==> src/hdl/m3ph_pkg.sv <==
// shared types and constants for the murmur3 partition hasher
package m3ph_pkg;

  localparam int MAX_KEY_BYTES = 256;
  localparam int KEY_LEN_W = $clog2(MAX_KEY_BYTES + 1);
  localparam logic [KEY_LEN_W-1:0] MAX_LEN = KEY_LEN_W'(MAX_KEY_BYTES);

  localparam int Q_DEPTH = 4;
  localparam int Q_PTR_W = $clog2(Q_DEPTH);
  localparam int Q_CNT_W = $clog2(Q_DEPTH + 1);

  localparam logic [31:0] MIX_C1 = 32'hcc9e2d51;
  localparam logic [31:0] MIX_C2 = 32'h1b873593;
  localparam logic [31:0] MIX_ADD = 32'he6546b64;
  localparam logic [31:0] FIN_M1 = 32'h85ebca6b;
  localparam logic [31:0] FIN_M2 = 32'hc2b2ae35;
  localparam logic [31:0] SEED_RESET = 32'd42;

  localparam int PADDR_W = 4;
  localparam logic [1:0] REG_HASH_SEED = 2'd0;
  localparam logic [1:0] REG_PART_COUNT = 2'd1;
  localparam logic [1:0] REG_LOCAL_PART = 2'd2;

  typedef struct packed {
    logic [31:0]          seed;
    logic [31:0]          word;
    logic                 full;
    logic                 last;
    logic [KEY_LEN_W-1:0] key_len;
    logic                 ovf;
  } m3ph_entry_t;

endpackage

==> src/hdl/murmur3_partition_hasher_top.sv <==
// top level: config registers, front end, queue and hash engine
// result path: a key's last byte is queued, then the engine mixes the tail word, runs the
// finalizer and the bit-serial remainder, and out_valid is registered from S_OUT
// input: one byte per cycle while the queue is not full; the engine mixes each word in
// S_IDLE, S_MUL1, S_MUL2 and S_MIX, and a key end holds it through S_FIN0..S_FIN3 and S_DIV
// reset: synchronous active high, clears control state and loads register defaults
module murmur3_partition_hasher_top (
  input  logic                          clk,
  input  logic                          rst,
  input  logic                          in_valid,
  output logic                          in_stall,
  input  logic [7:0]                    key_byte,
  input  logic                          key_last,
  output logic                          out_valid,
  input  logic                          out_stall,
  output logic [31:0]                   key_hash,
  output logic [15:0]                   home_partition,
  output logic                          is_local,
  output logic                          length_overflow,
  input  logic                          psel,
  input  logic                          penable,
  input  logic                          pwrite,
  input  logic [m3ph_pkg::PADDR_W-1:0]  paddr,
  input  logic [31:0]                   pwdata,
  output logic [31:0]                   prdata,
  output logic                          pready
);
  import m3ph_pkg::*;

  logic [31:0] hash_seed;
  logic [15:0] partition_count;
  logic [15:0] local_partition;

  logic        q_full;
  logic        q_push;
  logic        q_pop;
  logic        q_valid;
  logic        in_accept;
  m3ph_entry_t push_entry;
  m3ph_entry_t head_entry;

  assign pready = 1'b1;
  assign in_stall = q_full;
  assign in_accept = in_valid && !q_full;

  always_ff @(posedge clk) begin
    if (rst) begin
      hash_seed <= SEED_RESET;
      partition_count <= 16'd1;
      local_partition <= 16'd0;
    end else if (psel && penable && pwrite) begin
      unique case (paddr[3:2])
        REG_HASH_SEED:  hash_seed <= pwdata;
        REG_PART_COUNT: partition_count <= pwdata[15:0];
        REG_LOCAL_PART: local_partition <= pwdata[15:0];
        default: ;
      endcase
    end
  end

  always_comb begin
    unique case (paddr[3:2])
      REG_HASH_SEED:  prdata = hash_seed;
      REG_PART_COUNT: prdata = {16'd0, partition_count};
      REG_LOCAL_PART: prdata = {16'd0, local_partition};
      default:        prdata = 32'd0;
    endcase
  end

  m3ph_front u_front (
    .clk       (clk),
    .rst       (rst),
    .accept    (in_accept),
    .key_byte  (key_byte),
    .key_last  (key_last),
    .hash_seed (hash_seed),
    .push      (q_push),
    .entry     (push_entry)
  );

  m3ph_queue u_queue (
    .clk        (clk),
    .rst        (rst),
    .push       (q_push),
    .push_entry (push_entry),
    .pop        (q_pop),
    .full       (q_full),
    .head_valid (q_valid),
    .head_entry (head_entry)
  );

  m3ph_back u_back (
    .clk             (clk),
    .rst             (rst),
    .q_valid         (q_valid),
    .q_entry         (head_entry),
    .q_pop           (q_pop),
    .partition_count (partition_count),
    .local_partition (local_partition),
    .out_valid       (out_valid),
    .out_stall       (out_stall),
    .key_hash        (key_hash),
    .home_partition  (home_partition),
    .is_local        (is_local),
    .length_overflow (length_overflow)
  );

endmodule

==> src/hdl/m3ph_front.sv <==
// front end: packs key bytes into words and queues word and key-end entries
module m3ph_front (
  input  logic                  clk,
  input  logic                  rst,
  input  logic                  accept,
  input  logic [7:0]            key_byte,
  input  logic                  key_last,
  input  logic [31:0]           hash_seed,
  output logic                  push,
  output m3ph_pkg::m3ph_entry_t entry
);
  import m3ph_pkg::*;

  logic [31:0]          word_assembly;
  logic [1:0]           byte_in_word;
  logic [KEY_LEN_W-1:0] key_length;
  logic                 overflow_seen;
  logic [31:0]          key_seed;

  logic [31:0]          word_next;
  logic [KEY_LEN_W-1:0] key_length_next;
  logic                 overflow_next;
  logic                 word_done;
  logic [31:0]          seed_next;

  always_comb begin
    word_next = word_assembly | (32'(key_byte) << {byte_in_word, 3'b000});
    if (key_length < MAX_LEN) begin
      key_length_next = key_length + KEY_LEN_W'(1);
      overflow_next = overflow_seen;
    end else begin
      key_length_next = key_length;
      overflow_next = 1'b1;
    end
    // seed is taken at the first byte of each key
    seed_next = (key_length == '0) ? hash_seed : key_seed;
    word_done = (byte_in_word == 2'd3);
    push = accept && (word_done || key_last);
    entry.seed = seed_next;
    entry.word = word_next;
    entry.full = word_done;
    entry.last = key_last;
    entry.key_len = key_length_next;
    entry.ovf = overflow_next;
  end

  always_ff @(posedge clk) begin
    if (rst) begin
      word_assembly <= '0;
      byte_in_word <= '0;
      key_length <= '0;
      overflow_seen <= 1'b0;
      key_seed <= SEED_RESET;
    end else if (accept) begin
      key_seed <= seed_next;
      if (key_last) begin
        word_assembly <= '0;
        byte_in_word <= '0;
        key_length <= '0;
        overflow_seen <= 1'b0;
      end else begin
        word_assembly <= word_done ? 32'd0 : word_next;
        byte_in_word <= byte_in_word + 2'd1;
        key_length <= key_length_next;
        overflow_seen <= overflow_next;
      end
    end
  end

  a_len_bound: assert property (@(posedge clk) disable iff (rst) key_length <= MAX_LEN)
    else $error("key length beyond bound");

  a_word_end_clears: assert property (@(posedge clk) disable iff (rst)
    (accept && byte_in_word == 2'd3) |=> (byte_in_word == 2'd0 && word_assembly == 32'd0))
    else $error("word not cleared after push");

endmodule

==> src/hdl/m3ph_queue.sv <==
// small fifo between front end and hash engine
module m3ph_queue (
  input  logic                  clk,
  input  logic                  rst,
  input  logic                  push,
  input  m3ph_pkg::m3ph_entry_t push_entry,
  input  logic                  pop,
  output logic                  full,
  output logic                  head_valid,
  output m3ph_pkg::m3ph_entry_t head_entry
);
  import m3ph_pkg::*;

  m3ph_entry_t        slots [Q_DEPTH];
  logic [Q_PTR_W-1:0] wr_ptr;
  logic [Q_PTR_W-1:0] rd_ptr;
  logic [Q_CNT_W-1:0] count;
  logic               do_pop;

  assign full = (count == Q_CNT_W'(Q_DEPTH));
  assign head_valid = (count != '0);
  assign head_entry = slots[rd_ptr];
  assign do_pop = pop && head_valid;

  always_ff @(posedge clk) begin
    if (push) begin
      slots[wr_ptr] <= push_entry;
    end
  end

  always_ff @(posedge clk) begin
    if (rst) begin
      wr_ptr <= '0;
      rd_ptr <= '0;
      count <= '0;
    end else begin
      if (push) begin
        wr_ptr <= wr_ptr + Q_PTR_W'(1);
      end
      if (do_pop) begin
        rd_ptr <= rd_ptr + Q_PTR_W'(1);
      end
      count <= count + Q_CNT_W'(push) - Q_CNT_W'(do_pop);
    end
  end

  a_no_push_full: assert property (@(posedge clk) disable iff (rst) !(push && full))
    else $error("push into full queue");

  a_count_bound: assert property (@(posedge clk) disable iff (rst)
    count <= Q_CNT_W'(Q_DEPTH))
    else $error("queue count out of range");

  a_ptr_track: assert property (@(posedge clk) disable iff (rst)
    (Q_PTR_W'(rd_ptr + Q_PTR_W'(count)) == wr_ptr))
    else $error("queue pointers disagree with count");

endmodule

==> src/hdl/m3ph_back.sv <==
// hash engine: word mixing, finalizer, partition remainder and result register
module m3ph_back (
  input  logic                  clk,
  input  logic                  rst,
  input  logic                  q_valid,
  input  m3ph_pkg::m3ph_entry_t q_entry,
  output logic                  q_pop,
  input  logic [15:0]           partition_count,
  input  logic [15:0]           local_partition,
  output logic                  out_valid,
  input  logic                  out_stall,
  output logic [31:0]           key_hash,
  output logic [15:0]           home_partition,
  output logic                  is_local,
  output logic                  length_overflow
);
  import m3ph_pkg::*;

  localparam logic [3:0] S_IDLE = 4'd0;
  localparam logic [3:0] S_MUL1 = 4'd1;
  localparam logic [3:0] S_MUL2 = 4'd2;
  localparam logic [3:0] S_MIX  = 4'd3;
  localparam logic [3:0] S_FIN0 = 4'd4;
  localparam logic [3:0] S_FIN1 = 4'd5;
  localparam logic [3:0] S_FIN2 = 4'd6;
  localparam logic [3:0] S_FIN3 = 4'd7;
  localparam logic [3:0] S_DIV  = 4'd8;
  localparam logic [3:0] S_OUT  = 4'd9;

  logic [3:0]  state;
  logic        new_key;
  logic [4:0]  div_cnt;
  logic [31:0] h;
  logic [31:0] k;
  logic [31:0] dvd;
  logic [15:0] rem;
  m3ph_entry_t cur;

  logic [15:0] div_eff;
  logic [31:0] k_rot;
  logic [31:0] hk;
  logic [31:0] h_rot;
  logic [31:0] h_mixed;
  logic [31:0] h_fin0;
  logic [31:0] h_fin2;
  logic [16:0] trial;
  logic        trial_ge;
  logic        out_free;

  always_comb begin
    div_eff = (partition_count == 16'd0) ? 16'd1 : partition_count;
    k_rot = {k[16:0], k[31:17]};
    hk = h ^ k;
    h_rot = {hk[18:0], hk[31:19]};
    h_mixed = (h_rot << 2) + h_rot + MIX_ADD;
    h_fin0 = h ^ 32'(cur.key_len);
    h_fin0 = h_fin0 ^ (h_fin0 >> 16);
    h_fin2 = h ^ (h >> 13);
    trial = {rem, dvd[31]};
    trial_ge = (trial >= {1'b0, div_eff});
    out_free = !out_valid || !out_stall;
    q_pop = (state == S_IDLE) && q_valid;
  end

  always_ff @(posedge clk) begin
    if (rst) begin
      state <= S_IDLE;
      new_key <= 1'b1;
      div_cnt <= '0;
      out_valid <= 1'b0;
    end else begin
      if (state == S_OUT && out_free) begin
        out_valid <= 1'b1;
      end else if (!out_stall) begin
        out_valid <= 1'b0;
      end
      unique case (state)
        S_IDLE: begin
          if (q_valid) begin
            new_key <= 1'b0;
            state <= S_MUL1;
          end
        end
        S_MUL1: state <= S_MUL2;
        S_MUL2: state <= S_MIX;
        S_MIX:  state <= cur.last ? S_FIN0 : S_IDLE;
        S_FIN0: state <= S_FIN1;
        S_FIN1: state <= S_FIN2;
        S_FIN2: state <= S_FIN3;
        S_FIN3: begin
          div_cnt <= 5'd31;
          state <= S_DIV;
        end
        S_DIV: begin
          div_cnt <= div_cnt - 5'd1;
          if (div_cnt == 5'd0) begin
            state <= S_OUT;
          end
        end
        S_OUT: begin
          if (out_free) begin
            new_key <= 1'b1;
            state <= S_IDLE;
          end
        end
        default: state <= S_IDLE;
      endcase
    end
  end

  always_ff @(posedge clk) begin
    case (state)
      S_IDLE: begin
        if (q_valid) begin
          cur <= q_entry;
          k <= q_entry.word;
          if (new_key) begin
            h <= q_entry.seed;
          end
        end
      end
      S_MUL1: k <= k * MIX_C1;
      S_MUL2: k <= k_rot * MIX_C2;
      S_MIX:  h <= cur.full ? h_mixed : hk;
      S_FIN0: h <= h_fin0;
      S_FIN1: h <= h * FIN_M1;
      S_FIN2: h <= h_fin2 * FIN_M2;
      S_FIN3: begin
        h <= h ^ (h >> 16);
        dvd <= h ^ (h >> 16);
        rem <= '0;
      end
      S_DIV: begin
        rem <= trial_ge ? 16'(trial - {1'b0, div_eff}) : trial[15:0];
        dvd <= {dvd[30:0], 1'b0};
      end
      S_OUT: begin
        if (out_free) begin
          key_hash <= h;
          home_partition <= rem;
          is_local <= (rem == local_partition);
          length_overflow <= cur.ovf;
        end
      end
      default: ;
    endcase
  end

  a_pop_starts: assert property (@(posedge clk) disable iff (rst)
    (state == S_IDLE && q_valid) |=> (state == S_MUL1 && !new_key))
    else $error("entry popped without starting mix");

  a_rem_bound: assert property (@(posedge clk) disable iff (rst)
    (state == S_DIV || state == S_OUT) |-> (rem < div_eff))
    else $error("remainder not below divisor");

  a_result_key_end: assert property (@(posedge clk) disable iff (rst)
    (state == S_OUT) |-> cur.last)
    else $error("result for an entry that does not end a key");

endmodule

==> config.mk <==
export PLATFORM = sky130hd
export DESIGN_NAME = murmur3_partition_hasher_top
export DESIGN_NICKNAME = d
export VERILOG_FILES = /design/src/hdl/m3ph_pkg.sv /design/src/hdl/murmur3_partition_hasher_top.sv /design/src/hdl/m3ph_front.sv /design/src/hdl/m3ph_queue.sv /design/src/hdl/m3ph_back.sv
export SDC_FILE = /design/constraint.sdc
export NUM_CORES = 2
export LEC_CHECK = 0
export BUFFER_PORTS_ARGS = -buffer_cell sky130_fd_sc_hd__buf_2
export CORE_AREA = 4 4 460 462
export DETAILED_ROUTE_END_ITERATION = 16
export DIE_AREA = 0 0 464 466
export PLACE_DENSITY_LB_ADDON = 0.1
export SLEW_MARGIN = 10
export SYNTH_ARGS = -nofsm -noshare
export SYNTH_HDL_FRONTEND = slang
export SYNTH_SLANG_ARGS = --single-unit
==> constraint.sdc <==
create_clock -name clk -period 8.4 [get_ports clk]
set_clock_uncertainty 0.05 [all_clocks]
set_input_delay 0.84 -clock clk [delete_from_list [all_inputs] [get_ports clk]]
set_output_delay 0.84 -clock clk [all_outputs]
set_load 0.01 [all_outputs]
# Word level (Yosys, flattened, before mapping)
# Memories as Yosys holds them, arrays and structs flattened. A register that Yosys moved wholly into a read port is not among the register bits.
# Cells that the tools add are included.
# op_classes
n_bitwise,6
add_sub_neg,10
shifts,1
n_mul,4
n_reduce_logical,31
magnitude_cmp,2
n_eq_ne,19
n_mux,34
# op_table
op,n
$mux W32,7
$pmux W32 S3,2
$pmux W32 S6,1
$mul A32 B31 Y32 const B,2
$pmux W32 S2,1
$xor A32 B16 Y32,2
$pmux W4 S10,1
$add A32 B32 Y32,1
$add A32 B32 Y32 const B,1
$mul A32 B29 Y32 const B,1
$mul A32 B32 Y32 const B,1
$mux W16,2
$or A32 B32 Y32,1
$pmux W16 S2,1
$shl A8 B5 Y32,1
$xor A32 B19 Y32,1
$xor A32 B32 Y32,1
$xor A32 B9 Y32,1
$mux W9,2
$ge A17 B16 Y1,1
$eq A16 B16 Y1,1
$eq A4 B3 Y1 const B,4
$logic_not A16 Y1,1
$sub A16 B16 Y16,1
31 further kinds,69
# word_totals
word_cells,135
ramBits,304
output_inout_bits,85
register_bits,332
mem_count,1
in_bits,52
# memory_table
memory,depth,width,read_ports,rd_ports_with_merged_regs,wr,line_no,text
u_queue.slots,4,76,1,1,1,m3ph_queue.sv:14,m3ph_entry_t slots [Q_DEPTH];

# Longest topological paths before layout
# depth
depth_word,6
mapped_depth,29
ltp_nobuf,29

# Cells and area by module
# From an unflattened synthesis, not the netlist that was laid out.
# hier_totals
cells_unflattened,5812
area_unflattened_um2,63046.7
# modules_own_cells
mod,cells_per_inst,instances,area_per_inst_um2,seq_area_each_um2
m3ph_back,4618,1,44825.5,5445.2
m3ph_queue,443,1,11487.3,9308.9
m3ph_front,425,1,3601.0,1521.5
murmur3_partition_hasher_top,326,1,3133.0,1281.2

# Worst setup path before layout
# No wires, ideal clock.
# synth_timing
kind,reg-to-reg
start,register u_back.h[22]
end,register u_back.h[31] (data pin)
arrival_ns,7.030
t_required_ns,8.089
stages_incl_launch_ff,27
setup_ns,0.261
synth_period_minus_slack_ns,7.341
path_buffers,1
setup_slack_ns,1.059
path_cell_list,edfxtp_1 clkbuf_1 xnor2_1 inv_1 ha_1 ha_1 a21oi_1 fa_1 fa_1 inv_1 fa_1 fa_1 fa_1 inv_1 fa_1 inv_1 ha_1 a21o_1 a21o_1 a21oi_1 o21ai_0 a221oi_1 nor3b_1 a21oi_1 xnor2_1 o221ai_1 o32a_1
# synth_via
elab_chain_len,5
word_cells_on_any_way,8
classes_between,2 x add/sub; 2 x mul; 2 x mux; 2 x bitwise
# synth_rtl
element,line_no,text
start: declaration,m3ph_back.sv:33,logic [31:0] h;
start signal: assignment,m3ph_back.sv:118,h <= q_entry.seed;
start signal: assignment,m3ph_back.sv:124,S_MIX: h <= cur.full ? h_mixed : hk;
start signal: assignment,m3ph_back.sv:125,S_FIN0: h <= h_fin0;
$xor A32 B32 Y32,m3ph_back.sv:53,hk = h ^ k;
$add A32 B32 Y32 (2 in a row),m3ph_back.sv:55,h_mixed = (h_rot << 2) + h_rot + MIX_ADD;
$mux W32,m3ph_back.sv:124,
$pmux W32 S6 *,m3ph_back.sv:112,case (state)
# Every way passes the cells marked *; elsewhere a longest branch is shown, timed or not.
# A chain may end at the register's enable or synchronous reset.

# Worst setup path after layout
# layout_timing
start,register u_back.h[12]
end,register u_back.h[31] (data pin)
# Same word-level chain as after synthesis.

==> impl_results.md <==
- Drt pass-1 iters: 6
- Synthesized flop and latch total: 638
- GR Util All Layers: 19.2%
- Area Growth Syn to Fin: 12.0%
- Min Hold Slack: 0.347 ns
- Post-Syn Area: 61,900 um2
- Ys async rst share: 0%
- Startpoint types: flip-flop
- Post_cts resized: 0
- Maximum clock path buffer count: 3
- Setup bufs post-CTS: 0
- Largest net degree at the start of global routing: 76
- FMAX: 127 MHz
- Gr ovfl total: 0
- Num CTS Buffers: 76
- Cell Rows: 167
- Die Wd: 464 um
- Average via count per standard cell: 4.62
- Core Box Area: 207,000 um2
- CP Capture Type: flip-flop
- Final hold violations: 0
- Final Slew Violations: 0
- TNS Setup: 0 ns
- Die height: 466 um
- RSZ-0062 raised after global routing: false
- Design Area, Final: 69,300 um2
- Routed WL: 207,000 um
- Clk_lat worst skew: 0.73 ns
- Worst-Margin Slew: 1.18 ns
- DR WL/cell: 23.5 um
- Final setup violation count: 0
- CTS tree: built
- DR DRC count: 0
- Boundary Pins: 137
- Syn nets: 7,332
- Ys flop type: edfxtp_1
- Global-route wire length before repair: 303,000 um
- Clock sink count: 638
- Via count: 40,800
- Syn avg cell area: 10.8 um2
- Initial Util: 29.9%
- ANT nets after route: 0
- Unique masters post-synth: 91
- Fin nets: 7,557
- Die area: 216,000 um2
- Status: completed
- CP Data Arrival Time: 8.27 ns
- Period utilization: 94.1%
- CTS root buffer: clkbuf_16
- Max-Cap Viols: 0
- Clk slew on worst S/H paths: 0.07 ns
- Synth warnings: 0
- Register area share after synthesis: 28.4%
- Number of synthesized flops with an enable pin: 478
- Post-DP Area: 66,700 um2
- Cell count after synthesis: 5,748
- Worst min path class: input pin to flip-flop
- Critical Path RT: 8.76 ns
- Port Buffers: 133
- Initial antenna violation count: 9
- Initial DRC count: 2,581
- Layout cells sized above 1: 9.49%
- Final Util: 33.5%
- Crit path kind: flip-flop to flip-flop
- CTS H-Tree Depth: 3
- Dpl hpwl: 168,000 um
- Hold Buf Count CTS: 0
- Relative max-transition margin: 21.1%
- Vias in the first global route: 43,400
- CP max FO: 5
- GP Congestion: 0.888
- Fin crit period: 7.90 ns
[synthesized netlist by cell type, drive strengths merged (14+ instances only)]
cell type  count  area share [%]
a211oi        29            0.36
a21o          92             1.1
a21oi        254             2.1
a221oi        14            0.22
a22oi         32            0.39
a31oi         17            0.17
and2          35            0.36
and3          16            0.16
buf           43            0.29
clkbuf       101            0.65
dfxtp        160             5.2
edfxtp       478              23
fa           734              24
ha           798              16
inv         1361             8.3
mux2          34            0.62
mux2i         22            0.36
mux4          76             2.8
nand2        290             1.8
nand2b        29            0.29
nand3         41            0.33
nand4         15            0.15
nor2         268             1.6
nor2b         27            0.27
nor3          69            0.56
o21a          19            0.23
o21ai        158             1.3
o21bai        15            0.18
o22ai         16            0.16
o31ai         15            0.20
xnor2        249             3.5
xor2         102             1.4
[critical path, cell delays in order (launching register included)]
cell,delay (ns)
edfxtp_1,0.40
xnor2_1,0.40
inv_1,0.23
ha_1,0.37
inv_1,0.06
fa_1,0.48
fa_1,0.57
inv_1,0.05
fa_1,0.48
fa_1,0.50
fa_1,0.52
fa_1,0.50
inv_1,0.05
fa_1,0.48
inv_1,0.05
ha_1,0.33
a21o_1,0.18
a21oi_1,0.19
o21ai_0,0.15
a221oi_1,0.34
nor3b_1,0.22
a21oi_1,0.11
xnor2_1,0.34
o221ai_1,0.20
o32a_1,0.37
[flip-flops by register name, summed over array words and instances, names as in the netlist, 2 cells and up, named ones only]
name / flops
u_back.state: 4
u_back.cur: 12
u_queue.slots: 304
u_back.div_cnt: 5
local_partition: 16
u_back.key_hash: 32
u_back.dvd: 32
u_front.key_length: 9
u_queue.wr_ptr: 2
u_front.word_assembly: 32
u_back.home_partition: 16
u_back.rem: 16
u_back.h: 32
u_queue.count: 3
u_back.k: 32
u_front.byte_in_word: 2
u_queue.rd_ptr: 2
hash_seed: 32
u_front.key_seed: 32
partition_count: 16
[layer usage]
layer / GRT usage [%] / vias up / routed length [um]
li1: - / 19200 / -
met3: 3.45 / 226 / 10100
met2: 30.5 / 810 / 93500
met5: 0 / - / 32
met4: 5.23 / 6 / 6170
met1: 27.0 / 20600 / 97200
[cells by family after synthesis]
| family | count (synthesis) | synth area share [%] |
|---|---|---|
| AOI/OAI and AO/OA | 746 | 7.69 |
| muxes | 132 | 3.74 |
| other | 1 | 0.00606 |
| and+or+nand+nor | 842 | 6.11 |
| xor gates and xnor gates | 351 | 4.97 |
| adders and majority gates | 1532 | 39.9 |
| DFF | 638 | 28.4 |
| buffers and inverters | 1506 | 9.20 |
[cells in the final DEF (no fill, tap or decap), drive strengths merged, types with 16 or more instances in the layout]
cell type,Yosys,layout
a21o,92,92
ha,798,798
inv,1361,1367
o21a,19,19
a211oi,29,29
xor2,102,102
clkinv,1,33
xnor2,249,249
and2,35,35
nand2,290,290
fa,734,734
clkbuf,101,97
mux2,34,34
mux2i,22,22
nand2b,29,29
o22ai,16,16
buf,43,291
nand3,41,41
a22oi,32,32
nor2,268,268
a31oi,17,17
edfxtp,478,478
nor2b,27,27
mux4,76,76
nor3,69,69
dfxtp,160,160
a21oi,254,254
o21ai,158,158
and3,16,16
[cell type report]
cell class                      count  area, um2
Antenna cell                        1       2.50
Clock buffer                       97       2100
Clock inverter                     45        497
Fill cell                       21200     138000
Inverter                         1362       5110
Multi-Input combinational cell   3604      38700
Sequential cell                   638      17600
Tap cell                         2788       3490
Timing Repair Buffer              291       1850
[through the flow]
| step | instances | setup WS (ns) |
|---|---|---|
| 5_1_grt | 8826 | 0.265 |
| 3_5_place_dp | 8683 | 0.645 |
| 4_1_cts | 8825 | 0.532 |
| 3_3_place_gp | 8683 | 0.639 |
| 2_1_floorplan | 5748 | 1.06 |
| 6_report | 8826 | 0.498 |
[final timing paths]
check                      from                endpoint  slack, ns  cells past startpoint
setup / recovery   u_back.h[12]            u_back.h[31]       0.50                     24
hold / removal       pwdata[25]           hash_seed[25]       0.35                      3
setup reg to reg   u_back.h[12]            u_back.h[31]       0.50                     24
hold reg to reg   u_back.cur[0]  u_back.length_overflow       0.36                      0
Power is not shown: default switching activity piles up to over one toggle a cycle in this logic, so the estimate is an artifact.
